$ cat src/hdl/ctsc_pkg.sv
// Package for the comfort turn signal controller.
// Holds the mode codes, the sample bit layout, hold masks and register indexes.
// No dependencies; every other file of the block uses it.
package ctsc_pkg;

  // Operating mode, also shown on the result as mode_code
  typedef enum logic [2:0] {
    MODE_IDLE   = 3'd0,
    MODE_TURN_L = 3'd1,
    MODE_TURN_R = 3'd2,
    MODE_THANKS = 3'd3,
    MODE_AWAIT  = 3'd4
  } mode_t;

  // Sample layout: bit 0 right lever idle, bit 1 left lever idle, bit 2 relay on
  localparam int unsigned SAMPLE_W  = 3;
  localparam int unsigned BIT_RIGHT = 0;
  localparam int unsigned BIT_LEFT  = 1;
  localparam int unsigned BIT_RELAY = 2;
  typedef logic [SAMPLE_W-1:0] sample_t;

  // Sample patterns that the idle judgment and release check look for
  localparam sample_t SMP_BOTH_ACTIVE_OFF = 3'b000;
  localparam sample_t SMP_RELEASED_OFF    = 3'b011;
  localparam sample_t SMP_LEFT_TAP_ON     = 3'b101;
  localparam sample_t SMP_RIGHT_TAP_ON    = 3'b110;
  localparam sample_t SMP_HAZARD_ON       = 3'b111;

  // Hold drive masks: bit 0 left, bit 1 right
  typedef logic [1:0] hold_t;
  localparam hold_t HOLD_NONE = 2'b00;
  localparam hold_t HOLD_L    = 2'b01;
  localparam hold_t HOLD_R    = 2'b10;

  // Counters are 8 bits
  localparam int unsigned CNT_W = 8;
  typedef logic [CNT_W-1:0] cnt_t;

  // Configuration register file
  localparam int unsigned APB_AW = 4;
  localparam int unsigned APB_DW = 32;
  typedef enum logic [1:0] {
    REG_TURN_BLINKS   = 2'd0,
    REG_THANKS_BLINKS = 2'd1,
    REG_HOLDOFF       = 2'd2
  } reg_idx_t;

  localparam cnt_t TURN_BLINKS_RST   = 8'd4;
  localparam cnt_t THANKS_BLINKS_RST = 8'd0;
  localparam cnt_t HOLDOFF_RST       = 8'd4;

endpackage

$ cat src/hdl/ctsc_if.sv
// Valid/ready channel interfaces for the comfort turn signal controller.
// Depends on ctsc_pkg for the mode type.
interface ctsc_in_if;
  logic valid;
  logic ready;
  logic right_lever_idle;
  logic left_lever_idle;
  logic relay_on;

  modport source (output valid, right_lever_idle, left_lever_idle, relay_on, input ready);
  modport sink   (input valid, right_lever_idle, left_lever_idle, relay_on, output ready);
endinterface

interface ctsc_out_if;
  logic            valid;
  logic            ready;
  logic            hold_left;
  logic            hold_right;
  ctsc_pkg::mode_t mode_code;
  logic            sample_taken;

  modport source (output valid, hold_left, hold_right, mode_code, sample_taken, input ready);
  modport sink   (input valid, hold_left, hold_right, mode_code, sample_taken, output ready);
endinterface

$ cat src/hdl/comfort_turn_signal_controller.sv
// Comfort turn signal controller, top level.
// Depends on ctsc_pkg and the channel interfaces in ctsc_if.sv.
//
// Takes one sample of the levers and flasher relay per transfer and returns
// one result per sample; a sample may be offered every clock cycle. The
// whole state update is one pass of logic between the accepted sample and
// the result register, so the throughput is one sample per cycle and each
// result appears in the cycle after its sample is accepted. A new sample
// is taken while the result register is empty or being drained in the same
// cycle. Configuration goes through the APB port (byte addresses 0, 4, 8)
// and is meant to be written while no sample is in flight.
module comfort_turn_signal_controller (
  input  logic                         clk,
  input  logic                         rst,
  ctsc_in_if.sink                      in_ch,
  ctsc_out_if.source                   out_ch,
  input  logic                         psel,
  input  logic                         penable,
  input  logic                         pwrite,
  input  logic [ctsc_pkg::APB_AW-1:0]  paddr,
  input  logic [ctsc_pkg::APB_DW-1:0]  pwdata,
  output logic [ctsc_pkg::APB_DW-1:0]  prdata,
  output logic                         pready
);
  import ctsc_pkg::*;

  // Configuration registers
  cnt_t     turn_blinks;
  cnt_t     thanks_blinks;
  cnt_t     holdoff_samples;
  reg_idx_t reg_sel;
  logic     cfg_wr;

  // Controller state
  mode_t   mode, mode_next;
  cnt_t    blinks_done, blinks_done_next;
  sample_t last_sample;
  logic    awaiting_relay_on, awaiting_relay_on_next;
  cnt_t    holdoff_left, holdoff_left_next;
  hold_t   hold_outputs, hold_outputs_next;
  logic    taken;

  // Handshake
  logic    in_fire;
  sample_t smp;
  logic    cancel;

  assign pready  = 1'b1;
  assign reg_sel = reg_idx_t'(paddr[APB_AW-1:2]);
  assign cfg_wr  = psel && penable && pwrite;

  // Register writes
  always_ff @(posedge clk) begin
    if (rst) begin
      turn_blinks     <= TURN_BLINKS_RST;
      thanks_blinks   <= THANKS_BLINKS_RST;
      holdoff_samples <= HOLDOFF_RST;
    end else if (cfg_wr) begin
      case (reg_sel)
        REG_TURN_BLINKS:   turn_blinks     <= pwdata[CNT_W-1:0];
        REG_THANKS_BLINKS: thanks_blinks   <= pwdata[CNT_W-1:0];
        REG_HOLDOFF:       holdoff_samples <= pwdata[CNT_W-1:0];
        default: ;
      endcase
    end
  end

  // Register reads
  always_comb begin
    prdata = '0;
    unique case (reg_sel)
      REG_TURN_BLINKS:   prdata = {{(APB_DW-CNT_W){1'b0}}, turn_blinks};
      REG_THANKS_BLINKS: prdata = {{(APB_DW-CNT_W){1'b0}}, thanks_blinks};
      REG_HOLDOFF:       prdata = {{(APB_DW-CNT_W){1'b0}}, holdoff_samples};
      default:           prdata = '0;
    endcase
  end

  // Input accepted while the result register is free or draining
  assign in_ch.ready = !out_ch.valid || out_ch.ready;
  assign in_fire     = in_ch.valid && in_ch.ready;
  assign smp         = {in_ch.relay_on, in_ch.left_lever_idle, in_ch.right_lever_idle};

  // Opposite lever touched during a turn blink
  assign cancel = ((mode == MODE_TURN_L) && !smp[BIT_RIGHT]) ||
                  ((mode == MODE_TURN_R) && !smp[BIT_LEFT]);

  // Next state for one sample
  always_comb begin
    mode_t m;
    cnt_t  limit;
    mode_next              = mode;
    blinks_done_next       = blinks_done;
    awaiting_relay_on_next = awaiting_relay_on;
    holdoff_left_next      = holdoff_left;
    hold_outputs_next      = hold_outputs;
    taken                  = 1'b0;
    m                      = mode;
    limit                  = (mode == MODE_THANKS) ? thanks_blinks : turn_blinks;

    if (smp == last_sample) begin
      if (holdoff_left != '0) begin
        holdoff_left_next = holdoff_left - 1'b1;
      end else begin
        taken = 1'b1;
        if (awaiting_relay_on) begin
          if (cancel) begin
            hold_outputs_next      = HOLD_NONE;
            mode_next              = MODE_IDLE;
            blinks_done_next       = '0;
            awaiting_relay_on_next = 1'b0;
            holdoff_left_next      = holdoff_samples;
          end else if (smp[BIT_RELAY]) begin
            awaiting_relay_on_next = 1'b0;
          end
        end else begin
          if (cancel) begin
            hold_outputs_next = HOLD_NONE;
            mode_next         = MODE_IDLE;
            blinks_done_next  = '0;
            holdoff_left_next = holdoff_samples;
            m                 = MODE_IDLE;
          end
          if (m == MODE_AWAIT) begin
            if (smp == SMP_RELEASED_OFF) begin
              hold_outputs_next = HOLD_NONE;
              mode_next         = MODE_IDLE;
              blinks_done_next  = '0;
              holdoff_left_next = holdoff_samples;
            end
          end else if (m != MODE_IDLE) begin
            // One blink per relay-off sample until the limit
            if (!smp[BIT_RELAY]) begin
              if (blinks_done >= limit) begin
                hold_outputs_next = HOLD_NONE;
                mode_next         = MODE_AWAIT;
              end else begin
                blinks_done_next       = blinks_done + 1'b1;
                awaiting_relay_on_next = 1'b1;
              end
            end
          end else begin
            // Idle judgment of the lever pattern
            case (smp)
              SMP_BOTH_ACTIVE_OFF: begin
                hold_outputs_next = HOLD_NONE;
                mode_next         = MODE_AWAIT;
              end
              SMP_HAZARD_ON: begin
                if (thanks_blinks != '0) begin
                  hold_outputs_next = HOLD_L | HOLD_R;
                  mode_next         = MODE_THANKS;
                  blinks_done_next  = 8'd1;
                end
              end
              SMP_LEFT_TAP_ON: begin
                if (turn_blinks != '0) begin
                  hold_outputs_next = hold_outputs_next | HOLD_L;
                  mode_next         = MODE_TURN_L;
                  blinks_done_next  = 8'd1;
                end
              end
              SMP_RIGHT_TAP_ON: begin
                if (turn_blinks != '0) begin
                  hold_outputs_next = hold_outputs_next | HOLD_R;
                  mode_next         = MODE_TURN_R;
                  blinks_done_next  = 8'd1;
                end
              end
              default: ;
            endcase
          end
        end
      end
    end
  end

  // State registers
  always_ff @(posedge clk) begin
    if (rst) begin
      mode              <= MODE_IDLE;
      blinks_done       <= '0;
      last_sample       <= SMP_RELEASED_OFF;
      awaiting_relay_on <= 1'b0;
      holdoff_left      <= '0;
      hold_outputs      <= HOLD_NONE;
    end else if (in_fire) begin
      mode              <= mode_next;
      blinks_done       <= blinks_done_next;
      last_sample       <= smp;
      awaiting_relay_on <= awaiting_relay_on_next;
      holdoff_left      <= holdoff_left_next;
      hold_outputs      <= hold_outputs_next;
    end
  end

  // Result register valid
  always_ff @(posedge clk) begin
    if (rst) begin
      out_ch.valid <= 1'b0;
    end else if (in_fire) begin
      out_ch.valid <= 1'b1;
    end else if (out_ch.ready) begin
      out_ch.valid <= 1'b0;
    end
  end

  // Result payload
  always_ff @(posedge clk) begin
    if (in_fire) begin
      out_ch.hold_left    <= hold_outputs_next[0];
      out_ch.hold_right   <= hold_outputs_next[1];
      out_ch.mode_code    <= mode_next;
      out_ch.sample_taken <= taken;
    end
  end

endmodule

$ cat src/flat_wrapper.sv
// flat-port wrapper written by rule: the top's interface ports become plain ports
module comfort_turn_signal_controller_flat import ctsc_pkg::*;
  (clk, rst, psel, penable, pwrite, paddr, pwdata, prdata, pready, in_ch_valid, in_ch_right_lever_idle, in_ch_left_lever_idle, in_ch_relay_on, in_ch_ready, out_ch_valid, out_ch_hold_left, out_ch_hold_right, out_ch_mode_code, out_ch_sample_taken, out_ch_ready);
  ctsc_in_if in_ch_i ();
  ctsc_out_if out_ch_i ();
  input  logic clk;
  input  logic rst;
  input  logic psel;
  input  logic penable;
  input  logic pwrite;
  input  logic [ctsc_pkg::APB_AW-1:0] paddr;
  input  logic [ctsc_pkg::APB_DW-1:0] pwdata;
  output logic [ctsc_pkg::APB_DW-1:0] prdata;
  output logic pready;
  input wire logic [$bits(in_ch_i.valid)-1:0] in_ch_valid;
  input wire logic [$bits(in_ch_i.right_lever_idle)-1:0] in_ch_right_lever_idle;
  input wire logic [$bits(in_ch_i.left_lever_idle)-1:0] in_ch_left_lever_idle;
  input wire logic [$bits(in_ch_i.relay_on)-1:0] in_ch_relay_on;
  output wire logic [$bits(in_ch_i.ready)-1:0] in_ch_ready;
  output wire logic [$bits(out_ch_i.valid)-1:0] out_ch_valid;
  output wire logic [$bits(out_ch_i.hold_left)-1:0] out_ch_hold_left;
  output wire logic [$bits(out_ch_i.hold_right)-1:0] out_ch_hold_right;
  output wire logic [$bits(out_ch_i.mode_code)-1:0] out_ch_mode_code;
  output wire logic [$bits(out_ch_i.sample_taken)-1:0] out_ch_sample_taken;
  input wire logic [$bits(out_ch_i.ready)-1:0] out_ch_ready;
  assign in_ch_i.valid = in_ch_valid;
  assign in_ch_i.right_lever_idle = in_ch_right_lever_idle;
  assign in_ch_i.left_lever_idle = in_ch_left_lever_idle;
  assign in_ch_i.relay_on = in_ch_relay_on;
  assign in_ch_ready = in_ch_i.ready;
  assign out_ch_valid = out_ch_i.valid;
  assign out_ch_hold_left = out_ch_i.hold_left;
  assign out_ch_hold_right = out_ch_i.hold_right;
  assign out_ch_mode_code = out_ch_i.mode_code;
  assign out_ch_sample_taken = out_ch_i.sample_taken;
  assign out_ch_i.ready = out_ch_ready;
  comfort_turn_signal_controller u_core (.clk(clk), .rst(rst), .in_ch(in_ch_i), .out_ch(out_ch_i), .psel(psel), .penable(penable), .pwrite(pwrite), .paddr(paddr), .pwdata(pwdata), .prdata(prdata), .pready(pready));
endmodule
$ cat config.mk
export PLATFORM = sky130hd
export DESIGN_NAME = comfort_turn_signal_controller_flat
export DESIGN_NICKNAME = d
export VERILOG_FILES = /design/src/hdl/ctsc_pkg.sv /design/src/hdl/ctsc_if.sv /design/src/hdl/comfort_turn_signal_controller.sv /design/src/flat_wrapper.sv
export SDC_FILE = /design/constraint.sdc
export NUM_CORES = 1
export LEC_CHECK = 0
export BUFFER_PORTS_ARGS = -buffer_cell sky130_fd_sc_hd__buf_2
export CORE_ASPECT_RATIO = 1.1
export CORE_UTILIZATION = 58
export DETAILED_ROUTE_END_ITERATION = 8
export GPL_ROUTABILITY_DRIVEN = 0
export GPL_TIMING_DRIVEN = 0
export PLACE_DENSITY = 0.85
export SYNTH_ARGS = -nofsm -noshare
export SYNTH_HDL_FRONTEND = slang
export SYNTH_SLANG_ARGS = --single-unit
$ cat constraint.sdc
create_clock -name clk -period 7.8 [get_ports clk]
set_input_delay 2.34 -clock clk [delete_from_list [all_inputs] [get_ports clk]]
set_output_delay 2.34 -clock clk [all_outputs]
set_load 0.01 [all_outputs]
# Yosys cells after proc, flatten, opt, wreduce, memory -nomap -nowiden
# Index checks and enable logic that the tools add are counted.
word_totals:
  mem_count: 0
  register_bits: 56
  word_cells: 108
  ramBits: 0
  in_bits: 46
  latch_bits: 0
  output_inout_bits: 41
  romBits: 0
op_classes:
  muxes: 56
  n_lt_le_gt_ge: 1
  n_reduce_logical: 23
  n_bitwise: 1
  n_eq_ne: 11
  n_addsub: 2
  multipliers: 0
  div_mod_pow: 0
  shifts: 0
ops:
  columns: ["operator", "n"]
  rows:
  - ["8-bit two-way mux", 15]
  - ["3-bit two-way mux", 15]
  - ["8-bit case mux with 3 select lines", 1]
  - ["8-bit nonzero test", 3]
  - ["2-bit two-way mux", 11]
  - ["8-bit case mux with 2 select lines", 1]
  - ["3-bit equality test, second input constant", 4]
  - ["3-bit case mux with 4 select lines", 1]
  - ["1-bit two-way mux", 11]
  - ["3-bit by 2-bit equality test with 1-bit output, second input constant", 3]
  - ["8-bit by 1-bit adder with 8-bit output, second input constant", 1]
  - ["8-bit greater-or-equal comparator", 1]
  - ["2-bit case mux with 4 select lines", 1]
  - ["2-bit AND reduction", 4]
  - ["8-bit by 1-bit subtractor with 8-bit output, second input constant", 1]
  - ["1-bit logical AND", 5]
  - ["3-bit by 1-bit equality test with 1-bit output, second input constant", 1]
  - ["3-bit equality test", 1]
  - ["1-bit zero test", 3]
  - ["3-bit zero test", 1]
  - ["3-bit AND reduction", 1]
  - ["3-bit nonzero test", 1]
  - ["2-bit by 1-bit equality test with 1-bit output, second input constant", 1]
  - ["2-bit equality test, second input constant", 1]
  - ["other kinds (5)", 6]

# Depth between registers and ports, before layout
# Gate-level depths: netlist (run 1).
logic_depth:
  word_depth: 13
  ltp_mapped: 11
  depth_no_buf: 10

# Worst setup path after synthesis (run 1)
# No wires, ideal clock.
synth_path:
  kind: "input -> output"
  from: "input paddr[2] (netlist name)"
  to: "output prdata[5] (netlist name)"
  required_ns: 5.460
  path_stages: 4
  setup_slack_ns: 1.998
  path_buffers: 2
  arrival_ns: 3.462
  path_cell_list: "clkbuf_1 > clkbuf_1 > mux2i_1 > o21ai_0"
synth_via:
  elab_chain_cells: 2
  elab_cells_between_ends: 4
synth_lines:
  columns: ["element", "line_no", "source"]
  rows:
  - ["from (decl)", "flat_wrapper.sv:11", "input logic [ctsc_pkg::APB_AW-1:0] paddr;"]
  - ["2-bit equality test (tied with other cells)", "comfort_turn_signal_controller.sv:71", "unique case (reg_sel)"]
  - ["8-bit case mux with 3 select lines (*)", "comfort_turn_signal_controller.sv:71", null]
  - ["to (decl)", "flat_wrapper.sv:13", "output logic [ctsc_pkg::APB_DW-1:0] prdata;"]
# Mark *: on every way between the ends. The rest lies on a longest branch, timed or not.

# Worst setup path in the final report (run 1)
layout_path:
  from: "input paddr[2] (netlist name)"
  to: "output prdata[6] (netlist name)"
# The elaborated chain is that of the path after synthesis.

==> results of run 1 <==
-- through the flow --
stage                     hold slack, ps  setup slack (ps)  instances  utilization [%]  area [sq um]
after floorplan                    448.8              1998        472                -          3719
after global placement             457.7              1607        584            67.46          3990
after detailed placement           464.8              1605        584            67.46          3990
after CTS                          479.6              1594        592            69.26          4096
after global routing               501.1              1493        592            69.26          4096
final                              475.1              1543        592            69.26          4096
-- registers in the layout, indices dropped and copies added, names as in the netlist --
signal                      flops
u_core.last_sample              3
u_core.out_ch.sample_taken      1
u_core.thanks_blinks            8
u_core.out_ch.hold_left         1
u_core.out_ch.hold_right        1
u_core.turn_blinks              8
u_core.out_ch.valid             1
u_core.mode                     3
u_core.holdoff_left             8
u_core.hold_outputs             2
u_core.holdoff_samples          8
u_core.awaiting_relay_on        1
u_core.blinks_done              8
u_core.out_ch.mode_code         3
-- placed cells by master, fill, tap and decap left out, types with 4 or more instances in the layout --
master and instances:
nand2_1 53, o21ai_0 25, a21oi_1 35, nor2b_1 5
nand3_1 18, inv_1 14, o31ai_1 9, o22ai_1 7
and3_1 7, conb_1 25, clkbuf_1 17, xnor2_1 5
nor3b_1 6, a32oi_1 4, nor3_1 9, nand2b_1 5
a211oi_1 4, a31oi_1 7, buf_4 26, dfxtp_1 50
ha_1 11, o211ai_1 8, buf_2 36, nor2_1 34
edfxtp_1 6, nor4_1 5, clkbuf_8 5, mux2i_1 31
-- layout make-up --
cell class	count	area, sq um
multi-input combinational	356	2198
buffer	46	286.5
timing repair buffer	35	175.2
tap	77	96.34
inverter	14	52.55
sequential	56	1181
fill	469	1818
clock buffer	7	97.59
clock inverter	1	8.758
-- where the power goes --
group | internal (mW) | switching, mW | total, mW
combinational | 0.0475 | 0.0807 | 0.128
sequential | 0.300 | 0.00673 | 0.307
clock | 0.0844 | 0.0997 | 0.184
-- per-layer routing --
metal  wire (um)  global-route usage [%]
met1        3703                   36.56
met2        4294                   47.47
met3         953                   5.591
met4         286                   14.07
met5           0                       0
-- kinds of logic (layout without fill, tap and decap cells) --
kind of cell,Yosys count,count (layout),synth area share [%]
muxes,34,34,9.473
DFF,56,56,32.52
xor gates and xnor gates,6,6,1.447
other,2,25,0.2068
and+or+nand+nor,155,155,20.88
AOI/OAI and AO/OA,125,125,22.36
buffers and inverters,60,103,9.335
adders and majority gates,11,11,3.789
-- worst max-delay path by stage --
stage / from / end / cells past startpoint
2_1_floorplan: paddr[2] / prdata[5] / 4
3_3_place_gp: paddr[2] / prdata[6] / 6
3_5_place_dp: paddr[2] / prdata[6] / 6
4_1_cts: paddr[2] / prdata[6] / 6
5_1_grt: paddr[2] / prdata[6] / 6
6_report: paddr[2] / prdata[6] / 6
-- tightest hold or removal path, cell delays in order (launching register included) --
cell and delay [ps]:
dfxtp_1 330, nand2_1 50, a21oi_1 50
-- cell usage after synthesis, types with 3 or more instances --
cell type  number  area [sq um]
a211oi_1        4         30.03
a21oi_1        35         175.2
a311oi_1        3         26.28
a31oi_1         7         43.79
a32oi_1         4         35.03
and3_1          7         43.79
buf_4          26         195.2
clkbuf_1       16         60.06
dfxtp_1        50          1001
edfxtp_1        6         180.2
ha_1           11         137.6
inv_1          14         52.55
mux2_2          3         33.78
mux2i_1        31         310.3
nand2_1        53         198.9
nand2b_1        5         31.28
nand3_1        18         90.09
nand3b_1        3         22.52
nor2_1         34         127.6
nor2b_1         5         31.28
nor3_1          9         45.04
nor3b_1         6         45.04
nor4_1          5         31.28
o211ai_1        8         60.06
o21a_1          3         22.52
o21ai_0        25         125.1
o22ai_1         7         43.79
o31ai_1         9         67.56
xnor2_1         5         43.79
==> impl_metrics.yaml, run 1 <==
worst_setup_path:
  slowest_delay_ps: 460
  cp-start-kind: "input port"
  worst-r2r-setup-slack_ps: 3420
  crit_family: "buffers and inverters"
  critPathCaptureType: "output pin"
  r2r-end: "u_core.out_ch.mode_code[0]$_DFFE_PP_"
  worstRegToRegCells: 10
  path_max_fanout: 10
  cp.required_ps: 5460
  cp_num_buf_inv: 4
  path_cells: "buf_2 -> clkbuf_1 -> clkbuf_1 -> mux2i_1 -> o21ai_0 -> buf_2"
  r2r_start: "u_core.mode[0]$_SDFFE_PP0P_"
  crit_path_top_delay_cell: "clkbuf_1"
  cp.arrival_ps: 3920
  crit_type: "input port to output pin"
synthesis:
  synth-edff-count: 6
  ys_seq_area_share_pct: 32.52
  netlist_area_sq_mm: 0.003632
  postSynth.asyncResetShare_pct: 0
  yosys_register_bits: 56
  syn_avg_cell_area_sq_um: 8.090
  synthCells: 449
  synth.distinct_cells: 58
  yosys_warnings: 0
  ys.flop_type: "dfxtp_1"
routing:
  antenna_left: 0
  drcViolationCount: 0
  dr.pass1.iters: 6
  drtIter0Drc: 445
  routedWlPerCell_um: 15.60
  drt-total-wl_um: 9237
  viasPerCell: 6.120
  vias: 3623
timing:
  setup_viol_count_final: 0
  drv_slew: 0
  min_period_ps: 6257
  clock_skew_ps: 11.26
  finalSetupTns_ps: 0
  worst_pin_slew_ps: 887.2
  period_share_pct: 80.22
  finalHoldViolCount: 0
  fmax_mhz: 159.8
  relSlewSlack_pct: 40.53
  grt_setup_unrepaired: "no"
global_routing:
  grt_pass1_vias: 3302
  grt-ovfl-total: 0
  grt_pass1_wl_um: 15350
  antenna_found_initial: 0
  track_usage_pct: 28.99
  grt_max_degree: 18
cells_and_area:
  syn_to_final_growth_pct: 12.78
  drive_above_1_share_pct: 16.31
  n_antenna_cell: 0
  nNetsFinal: 571
min_path:
  holdPathEnd: "u_core.last_sample[2]$_SDFFE_PP0P_"
  hp-class: "flip-flop to flip-flop"
  hp-start: "u_core.last_sample[2]$_SDFFE_PP0P_"
  hold_depth: 2
die:
  dieArea_sq_mm: 0.006584
  io_pins: 87
  initial_core_util_pct: 61.41
  die_h_um: 85
  core-area_sq_mm: 0.005914
  die_w_um: 77.46
  rows: 29
cts:
  clock_tree.buffer_depth: 2
  cts.reportedPaths.clkPinSlew_ps: 110
  cts.sinks: 56
  clkLatencyLatePin_ps: 310
  ctsResizeCount: 0
  cts-root-buf: "clkbuf_8"
  tritoncts: "done"
  cts_hold_buf: 0
  cts_setup_buffers: 0
  htreeDepth: 2
  numCtsBuffers: 5
job:
  max-cap-violations: 0
place:
  hpwl_um: 6880
  io_buffers: 35
power:
  cellPowerDensity_mw_per_mm2: 151.2
  vdd_drop_max_mv: 0.09737
  power_mw: 0.6195
  p_leak_nw: 1.675
run_status:
  outcome: "completed"
Note: power is estimated with default switching activity, not from simulation.
==> inputs of run 2 (changes only) <==
- ABC_AREA: unset -> 1
- CORE_UTILIZATION: 58 -> 54
- PLACE_DENSITY: 0.85 -> 0.8
- clock period: 7.8 -> 6.36 ns (I/O delays scaled with it)
==> impl_metrics.yaml, run 2 <==
global_routing:
  grt_max_degree: 18
  antenna_found_initial: 0
  grt-ovfl-total: 0
  grt_pass1_wl_um: 15080
  track_usage_pct: 27.34
  grt_pass1_vias: 3339
timing:
  worst_pin_slew_ps: 503.5
  period_share_pct: 74.83
  clock_skew_ps: 7.712
  drv_slew: 0
  relSlewSlack_pct: 66.44
  fmax_mhz: 210.1
  min_period_ps: 4759
  finalHoldViolCount: 0
  grt_setup_unrepaired: "no"
  setup_viol_count_final: 0
  finalSetupTns_ps: 0
worst_setup_path:
  worst-r2r-setup-slack_ps: 3450
  cp-start-kind: "input port"
  crit_type: "input port to output pin"
  crit_family: "buffers and inverters"
  path_max_fanout: 8
  cp_num_buf_inv: 4
  cp.required_ps: 4450
  path_cells: "buf_2 -> inv_1 -> nor2_1 -> inv_1 -> o221ai_1 -> buf_2"
  r2r_start: "u_core.mode[2]$_SDFFE_PP0P_"
  worstRegToRegCells: 14
  slowest_delay_ps: 380
  cp.arrival_ps: 2850
  critPathCaptureType: "output pin"
  crit_path_top_delay_cell: "nor2_1"
  r2r-end: "u_core.blinks_done[7]$_SDFFE_PP0P_"
cells_and_area:
  final_cell_mix: "nand2_1, inv_1, nor2_1"
  ff_latch_area_sq_mm: 0.001181
  fillers: 612
  fin_cells: 676
  drive_above_1_share_pct: 16.33
  syn_to_final_growth_pct: 12.35
  nNetsFinal: 650
  multi_input_area_sq_mm: 0.002017
  n_antenna_cell: 0
  final_common_cell: "nand2_1"
routing:
  drt-total-wl_um: 8955
  drcViolationCount: 0
  viasPerCell: 5.445
  antenna_left: 0
  routedWlPerCell_um: 13.25
  dr.pass1.iters: 5
  vias: 3681
  drtIter0Drc: 285
synthesis:
  synth.distinct_cells: 41
  ys.flop_type: "dfxtp_1"
  postSynth.asyncResetShare_pct: 0
  yosys.cell_count.top_type: "nand2_1"
  synth.largest_area_cell: "dfxtp_1"
  synth-edff-count: 6
  yosys-top-cells-count: "nand2_1, inv_1, nor2_1"
  netlist_area_sq_mm: 0.003636
  synth_top_area_share_pct: 27.53
  yosys_warnings: 0
  ys_top_cells_by_area: "dfxtp_1, nand2_1, o21ai_0, inv_1, a21oi_1"
  ys_seq_area_share_pct: 32.48
  syn_avg_cell_area_sq_um: 6.860
  synthCells: 530
  yosys_register_bits: 56
cts:
  clock_tree.buffer_depth: 2
  cts.reportedPaths.clkPinSlew_ps: 100
  htreeDepth: 2
  tritoncts: "done"
  clkLatencyLatePin_ps: 310
  cts_setup_buffers: 0
  cts.sinks: 56
  cts_hold_buf: 0
  cts-root-buf: "clkbuf_8"
  numCtsBuffers: 5
  ctsResizeCount: 0
die:
  dieArea_sq_mm: 0.007066
  io_pins: 87
  die_w_um: 80.24
  die_h_um: 88.06
  rows: 31
  core-area_sq_mm: 0.006555
  initial_core_util_pct: 55.47
min_path:
  hp-class: "flip-flop to flip-flop"
  hp-start: "u_core.holdoff_left[5]$_SDFFE_PP0P_"
  holdPathEnd: "u_core.holdoff_left[5]$_SDFFE_PP0P_"
  hold_depth: 2
place:
  hpwl_um: 6929
  placedCellCount: 668
  io_buffers: 33
power:
  vdd_drop_max_mv: 0.1146
  cellPowerDensity_mw_per_mm2: 197.1
  p_leak_nw: 1.972
job:
  max-cap-violations: 0
run_status:
  outcome: "completed"
## run 2: power breakdown
group / internal, mW / switching, mW / leakage, nW / total, mW
clock network: 0.0897 / 0.119 / 0.0484 / 0.209
logic: 0.0722 / 0.137 / 1.46 / 0.209
registers: 0.375 / 0.0128 / 0.467 / 0.387
## run 2: layout make-up
cell class	count	area share, %
inverter	70	6.738
timing repair buffer	33	4.043
clock inverter	1	0.2144
multi-input combinational	390	49.37
sequential	56	28.91
clock buffer	7	2.113
tap	82	2.511
buffer	37	6.095
## run 2: per-stage QoR
stage	worst slack, ps	power [mW]	area [sq um]	hold WS [ps]	utilization [%]
4_1_cts	1608	0.8071	4085	500.5	62.32
3_5_place_dp	1617	0.6009	3990	486.6	60.87
6_report	1601	0.8052	4085	499.9	62.32
2_1_floorplan	1893	0.5507	3722	444.6	-
3_3_place_gp	1641	0.5945	3990	461.8	60.87
5_1_grt	1472	0.8495	4085	522.0	62.32
## run 2: kinds of logic after synthesis
group,count (synthesis),synth area share (%)
compound gates,125,19.65
xor+xnor,10,2.409
fa+ha+maj,11,3.785
buf+inv,107,14.42
flops,56,32.48
other cells,2,0.2065
simple gates,219,27.05
## run 2: worst max path at each step
stage	start	slack (ps)	end	cells after the start
floorplan	paddr[3]	1890	prdata[0]	4
global route	paddr[3]	1470	prdata[0]	6
finish	paddr[3]	1600	prdata[0]	6
global placement	paddr[2]	1640	prdata[0]	5
detailed placement	paddr[3]	1620	prdata[0]	6
CTS	paddr[3]	1610	prdata[0]	6
## run 2: tightest hold or removal path: stages (launching register included)
cell,delay (ps)
dfxtp_1,320
inv_1,70
a211oi_1,60
## run 2: layer usage
layer | part of all wire [%] | track usage (%) | vias to the layer above
met3 | 5.3 | 3.021 | 18
met1 | 43 | 33.69 | 1672
met4 | 2.1 | 10.06 | 0
li1 | - | - | 1832
met2 | 50 | 48.95 | 159
met5 | 0 | 0 | -
==> inputs of run 3 (changes only) <==
- ABC_AREA: 1 -> 0
- CORE_UTILIZATION: 54 -> 49
- PLACE_DENSITY: 0.8 -> 0.77
- clock period: 6.36 -> 3.8 ns (I/O delays scaled with it)
==> impl_metrics.yaml, run 3 (same netlist as run 1, synthesis figures left out) <==
global_routing:
  grt_pass1_vias: 3223
  grt-ovfl-total: 0
  grt_max_degree: 18
  grt_pass1_wl_um: 15100
  track_usage_pct: 23.96
  antenna_found_initial: 0
cts:
  htreeDepth: 2
  cts.reportedPaths.clkPinSlew_ps: 110
  clock_tree.buffer_depth: 2
  clkLatencyLatePin_ps: 320
  tritoncts: "done"
  cts_setup_buffers: 0
  cts_hold_buf: 0
  cts.sinks: 56
  numCtsBuffers: 5
  cts-root-buf: "clkbuf_8"
routing:
  dr.pass1.iters: 8
  viasPerCell: 5.805
  drcViolationCount: 8
  top_layer_used: "met4"
  wl_met1_um: 4032
  dr_wl_met2_um: 4421
  drt-total-wl_um: 9246
  vias: 3477
  routedWlPerCell_um: 15.44
  drtIter0Drc: 206
  route.met3.wl_um: 561
  antenna_left: 0
die:
  die_w_um: 84.09
  core-area_sq_mm: 0.007087
  die_h_um: 92.30
  initial_core_util_pct: 51.25
  io_pins: 87
  rows: 32
  dieArea_sq_mm: 0.007762
timing:
  grt_setup_unrepaired: "no"
  relSlewSlack_pct: 43.65
  whs_ps: 491.9
  min_period_ps: 3549
  clock_skew_ps: 5.804
  drv_slew: 0
  period_share_pct: 93.40
  fmax_mhz: 281.7
  setup_viol_count_final: 0
  finalHoldViolCount: 0
  worst_pin_slew_ps: 840.7
worst_setup_path:
  cp.arrival_ps: 2410
  path_max_fanout: 11
  critPathCaptureType: "output pin"
  cp.required_ps: 2660
  crit_type: "input port to output pin"
  cp-start-kind: "input port"
place:
  io_buffers: 35
  hpwl_um: 6964
power:
  p_leak_nw: 1.678
  power_mw: 1.271
  cellPowerDensity_mw_per_mm2: 308.6
  vdd_drop_max_mv: 0.1981
job:
  max-cap-violations: 0
cells_and_area:
  syn_to_final_growth_pct: 13.43
  n_antenna_cell: 0
  nNetsFinal: 570
  final_cell_mix: "nand2_1, dfxtp_1, buf_2"
  drive_above_1_share_pct: 16.73
  final_common_cell: "nand2_1"
min_path:
  hp-class: "flip-flop to flip-flop"
run_status:
  violations: "design-rule violations"
  outcome: "finished with violations"
==> run 3: cell types whose count changed in the layout (fill, tap and decap cells not counted), moves of 6 or more <==
cell and delta:
nand2_1 -52, and3_1 +7, o31ai_1 +9, inv_2 -7, nand3_1 -19, o21ai_0 -25, mux2i_1 +31, xor2_1 -8
inv_1 -45, nor2_1 -18, a21oi_1 -9, nand4_1 -6, nor3b_1 +6
==> run 3: metrics by stage <==
stage                     setup TNS, ps  area [sq um]  setup slack [ps]  instances  util (%)
after global placement           -282.0          4000            -200.1        592     56.44
after detailed placement         -569.7          4000            -244.5        592     56.44
after CTS                             0          4108             72.70        599     57.96
after global routing                  0          4120             49.19        599     58.14
after floorplan                       0          3719             398.1        472         -
final                                 0          4120             250.7        599     58.14
==> run 3: critical path: stages <==
cell and delay [ps]:
buf_2 260, clkbuf_1 460, mux2i_1 280, o21ai_0 100
buf_2 160
==> run 3: timing repair <==
action / in CTS / in global routing
resized for setup: 2 / 4
pin swaps: 1 / 0
endpoints found under the setup margin: 7 / 6
gates cloned: 0 / 0
==> run 3: cell type report <==
| cell class | instances | area (sq um) |
|---|---|---|
| well taps | 85 | 106.4 |
| clock buffers | 7 | 97.59 |
| clock inverters | 1 | 8.758 |
| plain buffers | 45 | 284.0 |
| multi-input cells | 356 | 2215 |
| fillers | 647 | 2967 |
| flip-flops and latches | 56 | 1181 |
| repair buffers | 35 | 175.2 |
| inverters | 14 | 52.55 |
==> run 3: path summary, 6_finish.rpt <==
path	start	to	slack, ps	cells after the start
hold reg to reg	u_core.last_sample[1]$_SDFFE_PP1P_	u_core.last_sample[1]$_SDFFE_PP1P_	490	2
setup reg to reg	u_core.mode[2]$_SDFFE_PP0P_	u_core.blinks_done[7]$_SDFFE_PP0P_	270	11
setup / recovery	paddr[2]	prdata[5]	250	5
hold / removal	u_core.last_sample[1]$_SDFFE_PP1P_	u_core.last_sample[1]$_SDFFE_PP1P_	490	2
==> run 3: power breakdown <==
group,switching (mW),internal [mW]
sequential,0.0135,0.617
clock,0.206,0.173
combinational,0.163,0.0983
==> run 3: per-layer routing <==
metal  vias up  track usage (%)
met5         -                0
met4         0            10.34
met3        23            3.298
met2       145            41.26
met1      1595            29.96
li1       1714                -
